### src/sv/scf_pkg.sv
package scf_pkg;

    // Frame marker bytes
    localparam logic [7:0] START_PARAM = 8'h02;
    localparam logic [7:0] START_CMD   = 8'h18;
    localparam logic [7:0] END_MARK    = 8'h03;
    localparam logic [7:0] CR_CHAR     = 8'h0D;
    localparam logic [7:0] HEX_DIGIT0  = 8'h30;  // '0'
    localparam logic [7:0] HEX_ALPHA   = 8'h57;  // 'a' - 10

    typedef struct packed {
        logic [7:0] msg_byte;
        logic       first_byte;
        logic       last_byte;
        logic       is_command;
    } in_word_t;

    typedef struct packed {
        logic [7:0] tx_byte;
        logic       frame_end;
    } out_word_t;

    // One classified item, handed from front to back
    typedef struct packed {
        logic [7:0] data;
        logic       first;
        logic       last;
        logic       cmd;
        logic       csum_en;
        logic [7:0] csum;
    } job_t;

    typedef enum logic [2:0] {
        PH_BEGIN,
        PH_BODY,
        PH_END,
        PH_HEX_HI,
        PH_HEX_LO,
        PH_CR
    } phase_t;

    function automatic logic [7:0] hex_lower(input logic [3:0] nib);
        logic [7:0] ext;
        ext = {4'h0, nib};
        return (nib < 4'd10) ? (HEX_DIGIT0 + ext) : (HEX_ALPHA + ext);
    endfunction

endpackage

### src/sv/scf_front.sv
module scf_front (
    input  logic              clk,
    input  logic              rst_n,
    input  logic              accept,
    input  scf_pkg::in_word_t in_word,
    input  logic              cfg_we,
    input  logic              cfg_data,
    output scf_pkg::job_t     job
);
    import scf_pkg::*;

    logic       csum_en_reg;
    logic       csum_en_next;
    logic [7:0] sum_reg;
    logic [7:0] sum_next;
    logic [7:0] start_byte;
    logic [7:0] sum_base;
    logic [7:0] sum_body;
    logic [7:0] sum_end;

    always_comb
    begin
        start_byte = in_word.is_command ? START_CMD : START_PARAM;
        sum_base   = in_word.first_byte ? start_byte : sum_reg;
        sum_body   = sum_base + in_word.msg_byte;
        sum_end    = sum_body + END_MARK;
    end

    always_comb
    begin
        sum_next = sum_reg;
        if (accept)
        begin
            sum_next = in_word.last_byte ? 8'h00 : sum_body;
        end
        csum_en_next = cfg_we ? cfg_data : csum_en_reg;
    end

    always_comb
    begin
        job.data    = in_word.msg_byte;
        job.first   = in_word.first_byte;
        job.last    = in_word.last_byte;
        job.cmd     = in_word.is_command;
        job.csum_en = csum_en_reg;
        job.csum    = sum_end;
    end

    always_ff @(posedge clk or negedge rst_n)
    begin
        if (!rst_n)
        begin
            sum_reg     <= 8'h00;
            csum_en_reg <= 1'b0;
        end
        else
        begin
            sum_reg     <= sum_next;
            csum_en_reg <= csum_en_next;
        end
    end

`ifndef SYNTH
    a_sum_clear_after_last: assert property (
        @(posedge clk) disable iff (!rst_n)
        (accept && in_word.last_byte) |=> (sum_reg == 8'h00)
    ) else $error("running sum not cleared after closing byte");
`endif

endmodule

### src/sv/scf_queue.sv
module scf_queue #(
    parameter int DEPTH = 4
) (
    input  logic          clk,
    input  logic          rst_n,
    input  logic          wr_en,
    input  scf_pkg::job_t wr_job,
    output logic          full,
    input  logic          rd_en,
    output logic          head_valid,
    output scf_pkg::job_t head_job
);
    import scf_pkg::*;

    localparam int AW = (DEPTH > 1) ? $clog2(DEPTH) : 1;
    localparam int CW = $clog2(DEPTH + 1);
    localparam logic [AW-1:0] LAST_SLOT = AW'(DEPTH - 1);
    localparam logic [CW-1:0] FULL_CNT  = CW'(DEPTH);

    job_t          slot_reg [DEPTH];
    logic [AW-1:0] wr_ptr_reg;
    logic [AW-1:0] wr_ptr_next;
    logic [AW-1:0] rd_ptr_reg;
    logic [AW-1:0] rd_ptr_next;
    logic [CW-1:0] count_reg;
    logic [CW-1:0] count_next;
    logic          do_wr;
    logic          do_rd;

    assign full       = (count_reg == FULL_CNT);
    assign head_valid = (count_reg != '0);
    assign head_job   = slot_reg[rd_ptr_reg];
    assign do_wr      = wr_en && !full;
    assign do_rd      = rd_en && head_valid;

    always_comb
    begin
        wr_ptr_next = wr_ptr_reg;
        rd_ptr_next = rd_ptr_reg;
        count_next  = count_reg;
        if (do_wr)
        begin
            wr_ptr_next = (wr_ptr_reg == LAST_SLOT) ? '0 : wr_ptr_reg + 1'b1;
        end
        if (do_rd)
        begin
            rd_ptr_next = (rd_ptr_reg == LAST_SLOT) ? '0 : rd_ptr_reg + 1'b1;
        end
        if (do_wr && !do_rd)
        begin
            count_next = count_reg + 1'b1;
        end
        else if (do_rd && !do_wr)
        begin
            count_next = count_reg - 1'b1;
        end
    end

    always_ff @(posedge clk)
    begin
        if (do_wr)
        begin
            slot_reg[wr_ptr_reg] <= wr_job;
        end
    end

    always_ff @(posedge clk or negedge rst_n)
    begin
        if (!rst_n)
        begin
            wr_ptr_reg <= '0;
            rd_ptr_reg <= '0;
            count_reg  <= '0;
        end
        else
        begin
            wr_ptr_reg <= wr_ptr_next;
            rd_ptr_reg <= rd_ptr_next;
            count_reg  <= count_next;
        end
    end

`ifndef SYNTH
    a_count_bound: assert property (
        @(posedge clk) disable iff (!rst_n)
        count_reg <= FULL_CNT
    ) else $error("queue count above depth");
`endif

endmodule

### src/sv/scf_back.sv
module scf_back (
    input  logic               clk,
    input  logic               rst_n,
    input  logic               head_valid,
    input  scf_pkg::job_t      head_job,
    output logic               rd_en,
    output logic               empty,
    input  logic               pop,
    output scf_pkg::out_word_t pop_data
);
    import scf_pkg::*;

    phase_t    phase_reg;
    phase_t    phase_next;
    out_word_t out_reg;
    out_word_t out_next;
    logic      out_valid_reg;
    logic      out_valid_next;
    logic      advance;
    logic      job_done;
    logic      pop_ok;

    assign empty    = !out_valid_reg;
    assign pop_data = out_reg;
    assign pop_ok   = pop && out_valid_reg;
    // output slot is free or drains this cycle
    assign advance  = head_valid && (!out_valid_reg || pop_ok);
    assign rd_en    = advance && job_done;

    // next phase of the head job
    always_comb
    begin
        phase_next = phase_reg;
        if (advance)
        begin
            unique case (phase_reg)
                PH_BEGIN:
                begin
                    if (head_job.first)
                    begin
                        phase_next = PH_BODY;
                    end
                    else
                    begin
                        phase_next = head_job.last ? PH_END : PH_BEGIN;
                    end
                end
                PH_BODY:   phase_next = head_job.last ? PH_END : PH_BEGIN;
                PH_END:    phase_next = head_job.csum_en ? PH_HEX_HI : PH_CR;
                PH_HEX_HI: phase_next = PH_HEX_LO;
                PH_HEX_LO: phase_next = PH_CR;
                PH_CR:     phase_next = PH_BEGIN;
                default:   phase_next = PH_BEGIN;
            endcase
        end
    end

    // byte for the current phase
    always_comb
    begin
        out_next.tx_byte   = head_job.data;
        out_next.frame_end = 1'b0;
        job_done           = 1'b0;
        unique case (phase_reg)
            PH_BEGIN:
            begin
                if (head_job.first)
                begin
                    out_next.tx_byte = head_job.cmd ? START_CMD : START_PARAM;
                end
                job_done = !head_job.first && !head_job.last;
            end
            PH_BODY:   job_done = !head_job.last;
            PH_END:    out_next.tx_byte = END_MARK;
            PH_HEX_HI: out_next.tx_byte = hex_lower(head_job.csum[7:4]);
            PH_HEX_LO: out_next.tx_byte = hex_lower(head_job.csum[3:0]);
            PH_CR:
            begin
                out_next.tx_byte   = CR_CHAR;
                out_next.frame_end = 1'b1;
                job_done           = 1'b1;
            end
            default:   job_done = 1'b1;
        endcase
    end

    always_comb
    begin
        out_valid_next = out_valid_reg;
        if (advance)
        begin
            out_valid_next = 1'b1;
        end
        else if (pop_ok)
        begin
            out_valid_next = 1'b0;
        end
    end

    always_ff @(posedge clk)
    begin
        if (advance)
        begin
            out_reg <= out_next;
        end
    end

    always_ff @(posedge clk or negedge rst_n)
    begin
        if (!rst_n)
        begin
            phase_reg     <= PH_BEGIN;
            out_valid_reg <= 1'b0;
        end
        else
        begin
            phase_reg     <= phase_next;
            out_valid_reg <= out_valid_next;
        end
    end

`ifndef SYNTH
    a_phase_has_job: assert property (
        @(posedge clk) disable iff (!rst_n)
        (phase_reg != PH_BEGIN) |-> head_valid
    ) else $error("mid-job phase with no job at queue head");

    a_end_is_cr: assert property (
        @(posedge clk) disable iff (!rst_n)
        (out_valid_reg && out_reg.frame_end) |-> (out_reg.tx_byte == CR_CHAR)
    ) else $error("frame_end on a byte other than carriage return");
`endif

endmodule

### src/sv/serial_command_framer_unit.sv
// Serial command framer.
// Input side is a queue write port: a word (msg_byte, first/last marks,
// is_command) is taken on a clock edge with push high and full low.
// Output side is a queue read port: while empty is low, pop_data holds the
// oldest framed byte; it is taken on an edge with pop high.
// Each input word yields one to six bytes: optional start byte, the body
// byte, and on the last byte the end mark, optional two hex checksum
// characters and a carriage return flagged by frame_end.
// cfg_valid/cfg_ready/cfg_data write checksum_enable (cfg_ready is always
// high); it is sampled when the front classifies a word.
// The first byte of a word reaches pop_data via the job queue and the output
// register. Throughput: one body word per cycle while pop stays high; the
// start byte and the trailer take extra back-end steps. The back end
// sequencer emitting one byte per cycle while pop is high sets this rate.
// When the receiver stalls, the output register holds and the job queue
// (QUEUE_DEPTH words) fills; full rises once it is exhausted.
// Reset clears the running sum, checksum_enable, the queue and the output
// valid flag; the block accepts words on the first cycle after reset.
module serial_command_framer_unit #(
    parameter int QUEUE_DEPTH = 4
) (
    input  logic               clk,
    input  logic               rst_n,
    input  logic               push,
    output logic               full,
    input  scf_pkg::in_word_t  push_data,
    input  logic               cfg_valid,
    output logic               cfg_ready,
    input  logic               cfg_data,
    output logic               empty,
    input  logic               pop,
    output scf_pkg::out_word_t pop_data
);
    import scf_pkg::*;

    job_t front_job;
    job_t head_job;
    logic accept;
    logic cfg_we;
    logic head_valid;
    logic rd_en;

    assign cfg_ready = 1'b1;
    assign cfg_we    = cfg_valid && cfg_ready;
    assign accept    = push && !full;

    // front: running sum and per-word classification
    scf_front u_front (
        .clk      (clk),
        .rst_n    (rst_n),
        .accept   (accept),
        .in_word  (push_data),
        .cfg_we   (cfg_we),
        .cfg_data (cfg_data),
        .job      (front_job)
    );

    // job queue decouples front from back
    scf_queue #(
        .DEPTH (QUEUE_DEPTH)
    ) u_queue (
        .clk        (clk),
        .rst_n      (rst_n),
        .wr_en      (accept),
        .wr_job     (front_job),
        .full       (full),
        .rd_en      (rd_en),
        .head_valid (head_valid),
        .head_job   (head_job)
    );

    // back: byte sequencer and output register
    scf_back u_back (
        .clk        (clk),
        .rst_n      (rst_n),
        .head_valid (head_valid),
        .head_job   (head_job),
        .rd_en      (rd_en),
        .empty      (empty),
        .pop        (pop),
        .pop_data   (pop_data)
    );

endmodule

### config.mk
export PLATFORM = sky130hd
export DESIGN_NAME = serial_command_framer_unit
export DESIGN_NICKNAME = d
export VERILOG_FILES = /design/src/sv/scf_pkg.sv /design/src/sv/scf_front.sv /design/src/sv/scf_queue.sv /design/src/sv/scf_back.sv /design/src/sv/serial_command_framer_unit.sv
export SDC_FILE = /design/constraint.sdc
export NUM_CORES = 1
export LEC_CHECK = 0
export BUFFER_PORTS_ARGS = -buffer_cell sky130_fd_sc_hd__buf_2
export CAP_MARGIN = 20
export CORE_MARGIN = 2
export CORE_UTILIZATION = 58
export CTS_CLUSTER_SIZE = 12
export DETAILED_ROUTE_END_ITERATION = 10
export PLACE_DENSITY = 0.76
export SETUP_SLACK_MARGIN = 0.3
export SYNTH_ARGS = -nofsm -noshare
export SYNTH_HDL_FRONTEND = slang
export SYNTH_SLANG_ARGS = --single-unit
### constraint.sdc
create_clock -name clk -period 4.01 [get_ports clk]
set_input_delay 1.203 -clock clk [delete_from_list [all_inputs] [get_ports clk]]
set_output_delay 1.203 -clock clk [all_outputs]
set_load 0.01 [all_outputs]
==> results of run 1 <==
==> Yosys cell counts, drive strengths merged, types with 2 or more instances <==
library cell,n
xor2,9
nor3b,5
clkinv,2
edfxtp,89
mux2,3
xnor2,10
nor2b,8
a211oi,2
ha,16
nand3,6
or3,2
a21oi,8
nand2,16
o21bai,2
o221ai,2
and2,6
mux4,20
o21ai,15
dfrtp,20
a21o,6
clkbuf,5
o31ai,5
or2,2
inv,20
fa,2
buf,6
nand2b,4
mux2i,2
o22ai,2
nor3,7
nor2,12
a221o,2
==> final timing paths <==
path | startpoint | end | slack, ps | cells past startpoint
worst max-delay path | push_data[2] | u_queue.slot_reg[2][7] | 750 | 10
worst min-delay path | u_front.sum_reg[1] | u_front.sum_reg[1] | 490 | 2
worst max register to register | u_queue.rd_ptr_reg[0] | u_queue.count_reg[1] | 1180 | 8
worst min register to register | u_front.sum_reg[1] | u_front.sum_reg[1] | 490 | 2
max in group asynchronous | rst_n | u_queue.rd_ptr_reg[0] | 2890 | 1
min in group asynchronous | rst_n | u_front.sum_reg[5] | 770 | 1
==> worst reg2reg max path, cell delays in order, from the launching register on <==
cell,delay [ps]
dfrtp_1,350
buf_4,220
mux4_1,720
mux2i_1,180
o221ai_1,240
ha_1,290
inv_1,70
fa_1,400
mux2_2,270
==> final cells by class <==
type	count	area (sq um)
clock buffer	9	123.9
clock inverter	7	96.34
fill	582	2793
inverter	22	82.58
multi-input combinational	187	1667
sequential	109	3173
tap	105	131.4
timing repair buffer	34	191.4
==> power by group through the flow <==
stage          clock (mW)  sequential (mW)  combinational [mW]
6_report            0.700             1.80                1.59
5_1_grt             0.764             1.84                1.77
4_1_cts             0.716             1.80                1.61
3_5_place_dp            0             1.83                1.60
3_3_place_gp            0             1.81                1.54
2_1_floorplan           0             1.78                1.19
==> per-layer routing <==
| metal | up-vias | wire, um | global-route usage [%] |
|---|---|---|---|
| li1 | 1320 | - | - |
| met1 | 1382 | 3731 | 26.24 |
| met2 | 88 | 4373 | 33.01 |
| met3 | 12 | 424 | 4.335 |
| met4 | 0 | 139 | 5.959 |
| met5 | - | 0 | 0 |
==> kinds of logic (layout without fill, tap and decap cells) <==
| family | after synthesis | count (layout) |
|---|---|---|
| simple gates | 73 | 73 |
| xor+xnor | 19 | 19 |
| flops | 109 | 109 |
| compound gates | 51 | 51 |
| buf+inv | 33 | 72 |
| other cells | 1 | 1 |
| mux | 25 | 25 |
| fa+ha+maj | 18 | 18 |
==> per-stage QoR <==
step | area, sq um | worst slack [ps] | util [%]
floorplan | 4977 | 524.0 | -
global placement | 5234 | 427.6 | 63.38
detailed placement | 5234 | 369.0 | 63.38
CTS | 5454 | 768.3 | 66.05
global route | 5465 | 613.0 | 66.18
finish | 5465 | 751.3 | 66.18
==> results.txt, run 1 <==
The fraction of registers with async set/reset came out at 18.35%. Sequential cells were found to cover 63.75% of the synthesized design area. The count of standard-cell rows came out at 33.

In this design, the largest share of critical-path delay is due to adder cells. The number of input and output port buffers inserted is 27. The number of buffers and inverters on the critical path is 1. The final setup TNS is 0 ps. The cell area power density is 748.3 mW/mm^2. The total track usage came out at roughly a fifth. Among all stages on the critical path, the largest delay is contributed by fa_1. TritonCTS built the clock tree.

The placer congestion estimate is 0.8829. The quantity of hold-fixing buffers added after cts is 0. The routed wirelength normalized by instance count is around 18 um. The kind of start point of the critical path is a primary input.

The post-route clock skew came out at 24.76 ps. Internal power comes to 2.610 mW. Leaving out fill and tap cells, the most frequent cell in the layout is edfxtp_1. Headroom to the max-slew limit came out at 27.31%. Summing internal, switching and leakage power gives 4.090 mW. The die width came out at 96.64 um. The effective utilization at floorplan came out at 60.27%.

Across the run, the number of max-cap violations was 0. The area growth from synthesis to layout is 9.804%. The max-slew violation count came to 0. The clock tree buffer depth came out at 2.

The worst endpoint data arrival time came out at 3360 ps. The number of optimization iterations in the first detailed-route pass came out at 4. The maximum number of pins on one net before global-route repair came out at 25. The leakage power came out at 2.081 nW. The total wirelength of the detailed-routed design is 8669 um.

In the post-synthesis netlist, the biggest area contributors are edfxtp_1 (54%), dfrtp_1 (10%), mux4_2 (5.4%). The worst setup path is captured at a register. The post-synth net total is between 300 and 400. After clock tree synthesis, the clock-pin slew on the worst setup and hold paths is 130 ps. VDD sags by at most 310.8 uV. Detailed placement finished with a half-perimeter wire length of ~6000 um. The count of flip-flops with a built-in enable after synthesis came out at 89.

The top achievable clock speed is around 310 MHz. Using the TritonRoute via totals, the vias-per-cell ratio works out to 5.924. The synthesized-area fraction occupied by and/or/nand/nor cells is 7.743%. The detailed router finished its first iteration with 215 violations. Summing the areas of all compound-gate instances in the mapped netlist gives under 10% of the synthesized area. The average instance area after synthesis came out at 15.13 sq um.

The multiplexer share of the synthesized area came out at 10.73%. Hold timing on the final database bottoms out at a slack of 491.4 ps. The path type of the worst setup path is primary input to register. The number of global-route vias before repair is 2,851. The run finished with clean final reports. The post-detailed-route count of antenna-violating nets came out at 0. The post-route fraction of the period consumed by the critical path is 81.27%. By area, the combinational part of the netlist is dominated by multiplexers. The required arrival time at the worst endpoint is 4110 ps. The detailed-route DRC error count came out at 0. In this run the count of I/O pins placed on the die edge is 29. The final hold violation count is 0. The number of library cell types mapped by synthesis came out at 51. After Yosys synthesis, XOR and XNOR cells account for 3.343% of the synthesized area. The number of warning messages in the yosys log came out at 0. The flip-flop count of the largest register after layout is 80. Traced cell by cell, the critical path runs through buf_2, nor2b_1, ha_1, fa_1, a211oi_1, nor2_1, xor2_1, nand3_1, nor3_1, xnor2_1. The initial antenna violation count is 0.

The clock network fraction of total power is about 17%. The total global routing overflow came out at 0. The worst hold-check path type is register to register. Buffers added to address setup during post-CTS repair amount to 0.

The total CTS buffers is 9. The number of cells produced by synthesis is 329. The repair_antennas step left the layout with diodes totalling 0. Setup repair after global routing left no endpoint under its margin.

The die covers 0.009338 sq mm. For this run, the slowest stage of the critical path takes 410 ps. In this run the worst path has a maximum fanout of 13.

The part of the power in registers came out at a little over two fifths. The tree built by TritonCTS fans out to approximately 110 sinks. The total via count in the routed design came out at 2,802. The clock latency at the later pin of the worst-skew pair came out at between 300 and 400 ps.

For this design the total switching power over the nets is between 1 and 1.5 mW. Of the total power, the share spent switching nets is a little over a third. The main flop type after synthesis is edfxtp_1.

The number of storage elements in the synthesis netlist came out at 109. The H-tree depth came out at 3. The cell area that synthesis handed to floorplanning was 0.004977 sq mm. The die height came out at 96.64 um. The final net count came out at between 300 and 400. The first-pass GRT wire length is 14,320 um. The logic gate share of total power came out at 38.9%. The share of cells above drive strength 1 is a little under a fifth.

Gates resized during post-CTS repair numbered 0. The synthesized design devotes to its leading area cell type between 50 and 60% of total area. In this run the clock root is driven by a clkbuf_8. The number of instances in the placed design came out at 456. The minimum clock period came out at 3259 ps. The core region is 0.008258 sq mm.

The total setup violations reported at the end of the flow came out at 0. The top cell type by total area after synthesis is edfxtp_1. Of the total synthesized cell area, the portion taken by full adders, half adders and majority gates is just under 5%. The top cell types in the final layout, fill and taps aside, are edfxtp_1 (89), buf_2 (27), inv_1 (20), dfrtp_1 (20), ha_1 (16). For this run, the number of standard cells in the final layout without fillers is roughly 470. The actual slew at the worst max-slew pin came out at 1090 ps.
Power figures use the tool's default switching activity.
==> run 2: changes to the inputs <==
--- a/config.mk
+++ b/config.mk
@@ -8,7 +8,7 @@
 export BUFFER_PORTS_ARGS = -buffer_cell sky130_fd_sc_hd__buf_2
 export CAP_MARGIN = 20
 export CORE_MARGIN = 2
-export CORE_UTILIZATION = 58
+export CORE_UTILIZATION = 55
 export CTS_CLUSTER_SIZE = 12
 export DETAILED_ROUTE_END_ITERATION = 10
 export PLACE_DENSITY = 0.76
==> constraint.sdc (replaced) <==
create_clock -name clk -period 2.8 [get_ports clk]
set_input_delay 0.84 -clock clk [delete_from_list [all_inputs] [get_ports clk]]
set_output_delay 0.84 -clock clk [all_outputs]
set_load 0.01 [all_outputs]
==> run 2 against run 1 <==
Net effect:
- global-route usage hardly changed
- cell count is 6.6% higher
- die area is 5.2% higher
- clock power is 27% higher
==> results.txt, run 2 (synthesis results as in run 1) <==
The area taken by flip-flops and latches came out at 0.003176 sq mm. The final hold violation count is 0. The minimum clock period is roughly 2500 ps.

The detailed-route DRC error count came out at 0. The total wirelength of the detailed-routed design came out at ~9000 um. The floorplan step defined a core boundary enclosing ~0.009 sq mm. In this run the power density over the cells is 1055 mW/mm^2. The final non-filler cell total came out at 504. Counting every sink on the clock net gives 109. The number of global-route vias before repair came out at 2,877. The final net count came out at 426. The tree is rooted in a clkbuf_8. After routing, the total negative slack on setup checks comes to 0 ps. Setup violations remaining at the end of the flow were counted as 0. The die height came out at 99.13 um. The number of vias per cell came out at 5.821. The total global routing overflow is 0. The initial utilization of the core area, before any placement, comes to 56.80%. In the layout the commonest cells are edfxtp_1 (89), buf_4 (34), buf_2 (25), dfrtp_1 (18), inv_1 (17).

The max-slew violation count is 0. The number of input and output port buffers inserted came out at 27. The initial antenna violation count is 0.

The number of instances in the placed design is ~480. Setup repair after global routing could not meet its margin everywhere. Tracing the worst setup path back leads to its startpoint at push_data[2]. The total area of multi-input combinational cells is 0.001792 sq mm. The worst register-to-register path begins at u_queue.rd_ptr_reg[0].

The clock latency at the later pin of the worst-skew pair came out at 370 ps. The worst-path maximum fanout came out at 4. The endpoint of the worst setup timing path is u_queue.slot_reg[3][7]. The H-tree depth came out at 3. The number of optimization iterations in the first detailed-route pass is 4.

The total half-perimeter wirelength after legalization and detailed placement is 6446 um. Of the available clock period, the critical path in the final layout requires 89.47%. The total track usage came out at 19.73%. The top achievable clock speed is 399.2 MHz.

The library cell used most frequently in the layout, excluding fill and tap cells, is edfxtp_1. For the pin with the worst max-slew slack, the measured transition is 506.7 ps. The path type of the worst setup path is primary input to register. The post-detailed-route count of antenna-violating nets came out at 0. Routability-driven placement finished with a final weighted congestion of between 0.8 and 0.9. The post-route clock skew came out at 11.30 ps. For the worst setup path, the data required time is 2910 ps.

The top-level port count is 29. The DRC marker count from the first detailed-route iteration came out at 128. The register with the most flip-flops in the layout has 80 of them.

The sort of element at the end of the critical path is a register. The first global-routing pass estimated 14,520 um of wire. The completed layout was analyzed and its total power is roughly 6.1 mW. The die width is 99.13 um. Data on the critical path arrives at its endpoint at 2610 ps. The maximum number of pins on one net before global-route repair is 21. The filler cell count in the final layout is 597. The count of standard-cell rows is 34. The diode insertion count for antenna repair came out at 0.

The relative area change from synthesis to final layout is 16.77%. The setup slack of the worst register-to-register path is 390 ps. TritonCTS built the clock tree.

The worst-case vdd ir drop came out at between 500 and 600 uV. In this run the deepest clock path goes through 2 buffers. In this run the critical register-to-register path is captured at u_queue.count_reg[1]. The worst pin sits at a relative slew slack of 66.22%. The total via count in the routed design is slightly below 3,000. In this run the cell area measured after placement is 0.005469 sq mm. For this design the static power due to leakage is 2.229 nW. The overall die area came out at just under 0.01 sq mm. The flow ran to the end, and the final reports show no timing, DRC or antenna violations. The clock slew seen by the registers of the worst setup and hold paths is 100 ps. The core utilization of the finished layout is 66.32%. The max-cap check violation count came out at 0. The number of cells traversed by the worst register-to-register path is 7. The total CTS buffers came out at 9. The path class of the tightest hold or removal check is primary input to asynchronous set/reset pin. The routed wirelength normalized by instance count came out at ~18 um.

The share of cells above drive strength 1 came out at around 31%. The finished layout cell area is between 0.005 and 0.006 sq mm. STA classifies the critical path startpoint as a primary input.
## run 2: what timing repair did
action	4_1_cts	5_1_grt
hold buffers	0	0
gates resized for setup	18	15
setup buffers	2	2
pin swaps	8	11
endpoints found under the setup margin	16	17
## run 2: worst max-delay path, stage by stage
cell      delay (ps)
buf_12           110
mux2i_4          190
fa_2             390
a211oi_4         230
o21bai_1         120
a21oi_2          190
xor2_2           280
nor3_2           100
xnor2_2          170
## run 2: power breakdown
group | total, mW | leakage (nW) | internal (mW) | switching, mW
Sequential | 2.59 | 1.07 | 2.37 | 0.218
Combinational | 2.65 | 1.06 | 1.25 | 1.40
Clock | 0.892 | 0.0989 | 0.345 | 0.547
Total | 6.13 | 2.23 | 3.97 | 2.17
## run 2: worst min path at each step
stage                  startpoint                    to  cells past startpoint
6_report                    rst_n  u_back.out_valid_reg                      1
5_1_grt                     rst_n    u_front.sum_reg[1]                      1
4_1_cts                     rst_n   u_back.phase_reg[1]                      1
3_5_place_dp   u_front.sum_reg[2]    u_front.sum_reg[2]                      2
3_3_place_gp   u_front.sum_reg[6]    u_front.sum_reg[6]                      2
2_1_floorplan  u_front.sum_reg[0]    u_front.sum_reg[0]                      2
## run 2: metal layers
metal  vias up  wire length (um)  global-route usage [%]  share of wire [%]
met1      1451              3812                   26.00                 42
met2       102              4602                   32.43                 51
met5         -                 0                       0                  0
met4         0               189                   7.165                2.1
li1       1365                 -                       -                  -
met3        16               441                   4.708                4.9
## run 2: final cells by class
| type | instances | area share, % |
|---|---|---|
| multi-input combinational | 187 | 30.83 |
| inverter | 22 | 1.485 |
| tap | 108 | 2.325 |
| timing repair buffer | 62 | 7.427 |
| clock inverter | 7 | 1.163 |
| sequential | 109 | 54.64 |
| clock buffer | 9 | 2.131 |
## run 2: through the flow
step / setup WS [ps] / hold WS (ps)
2_1_floorplan: 0.4485 / 440.7
3_3_place_gp: -109.1 / 454.8
3_5_place_dp: -292.5 / 461.4
4_1_cts: 273.2 / 427.4
5_1_grt: 267.2 / 445.8
6_report: 294.9 / 420.3
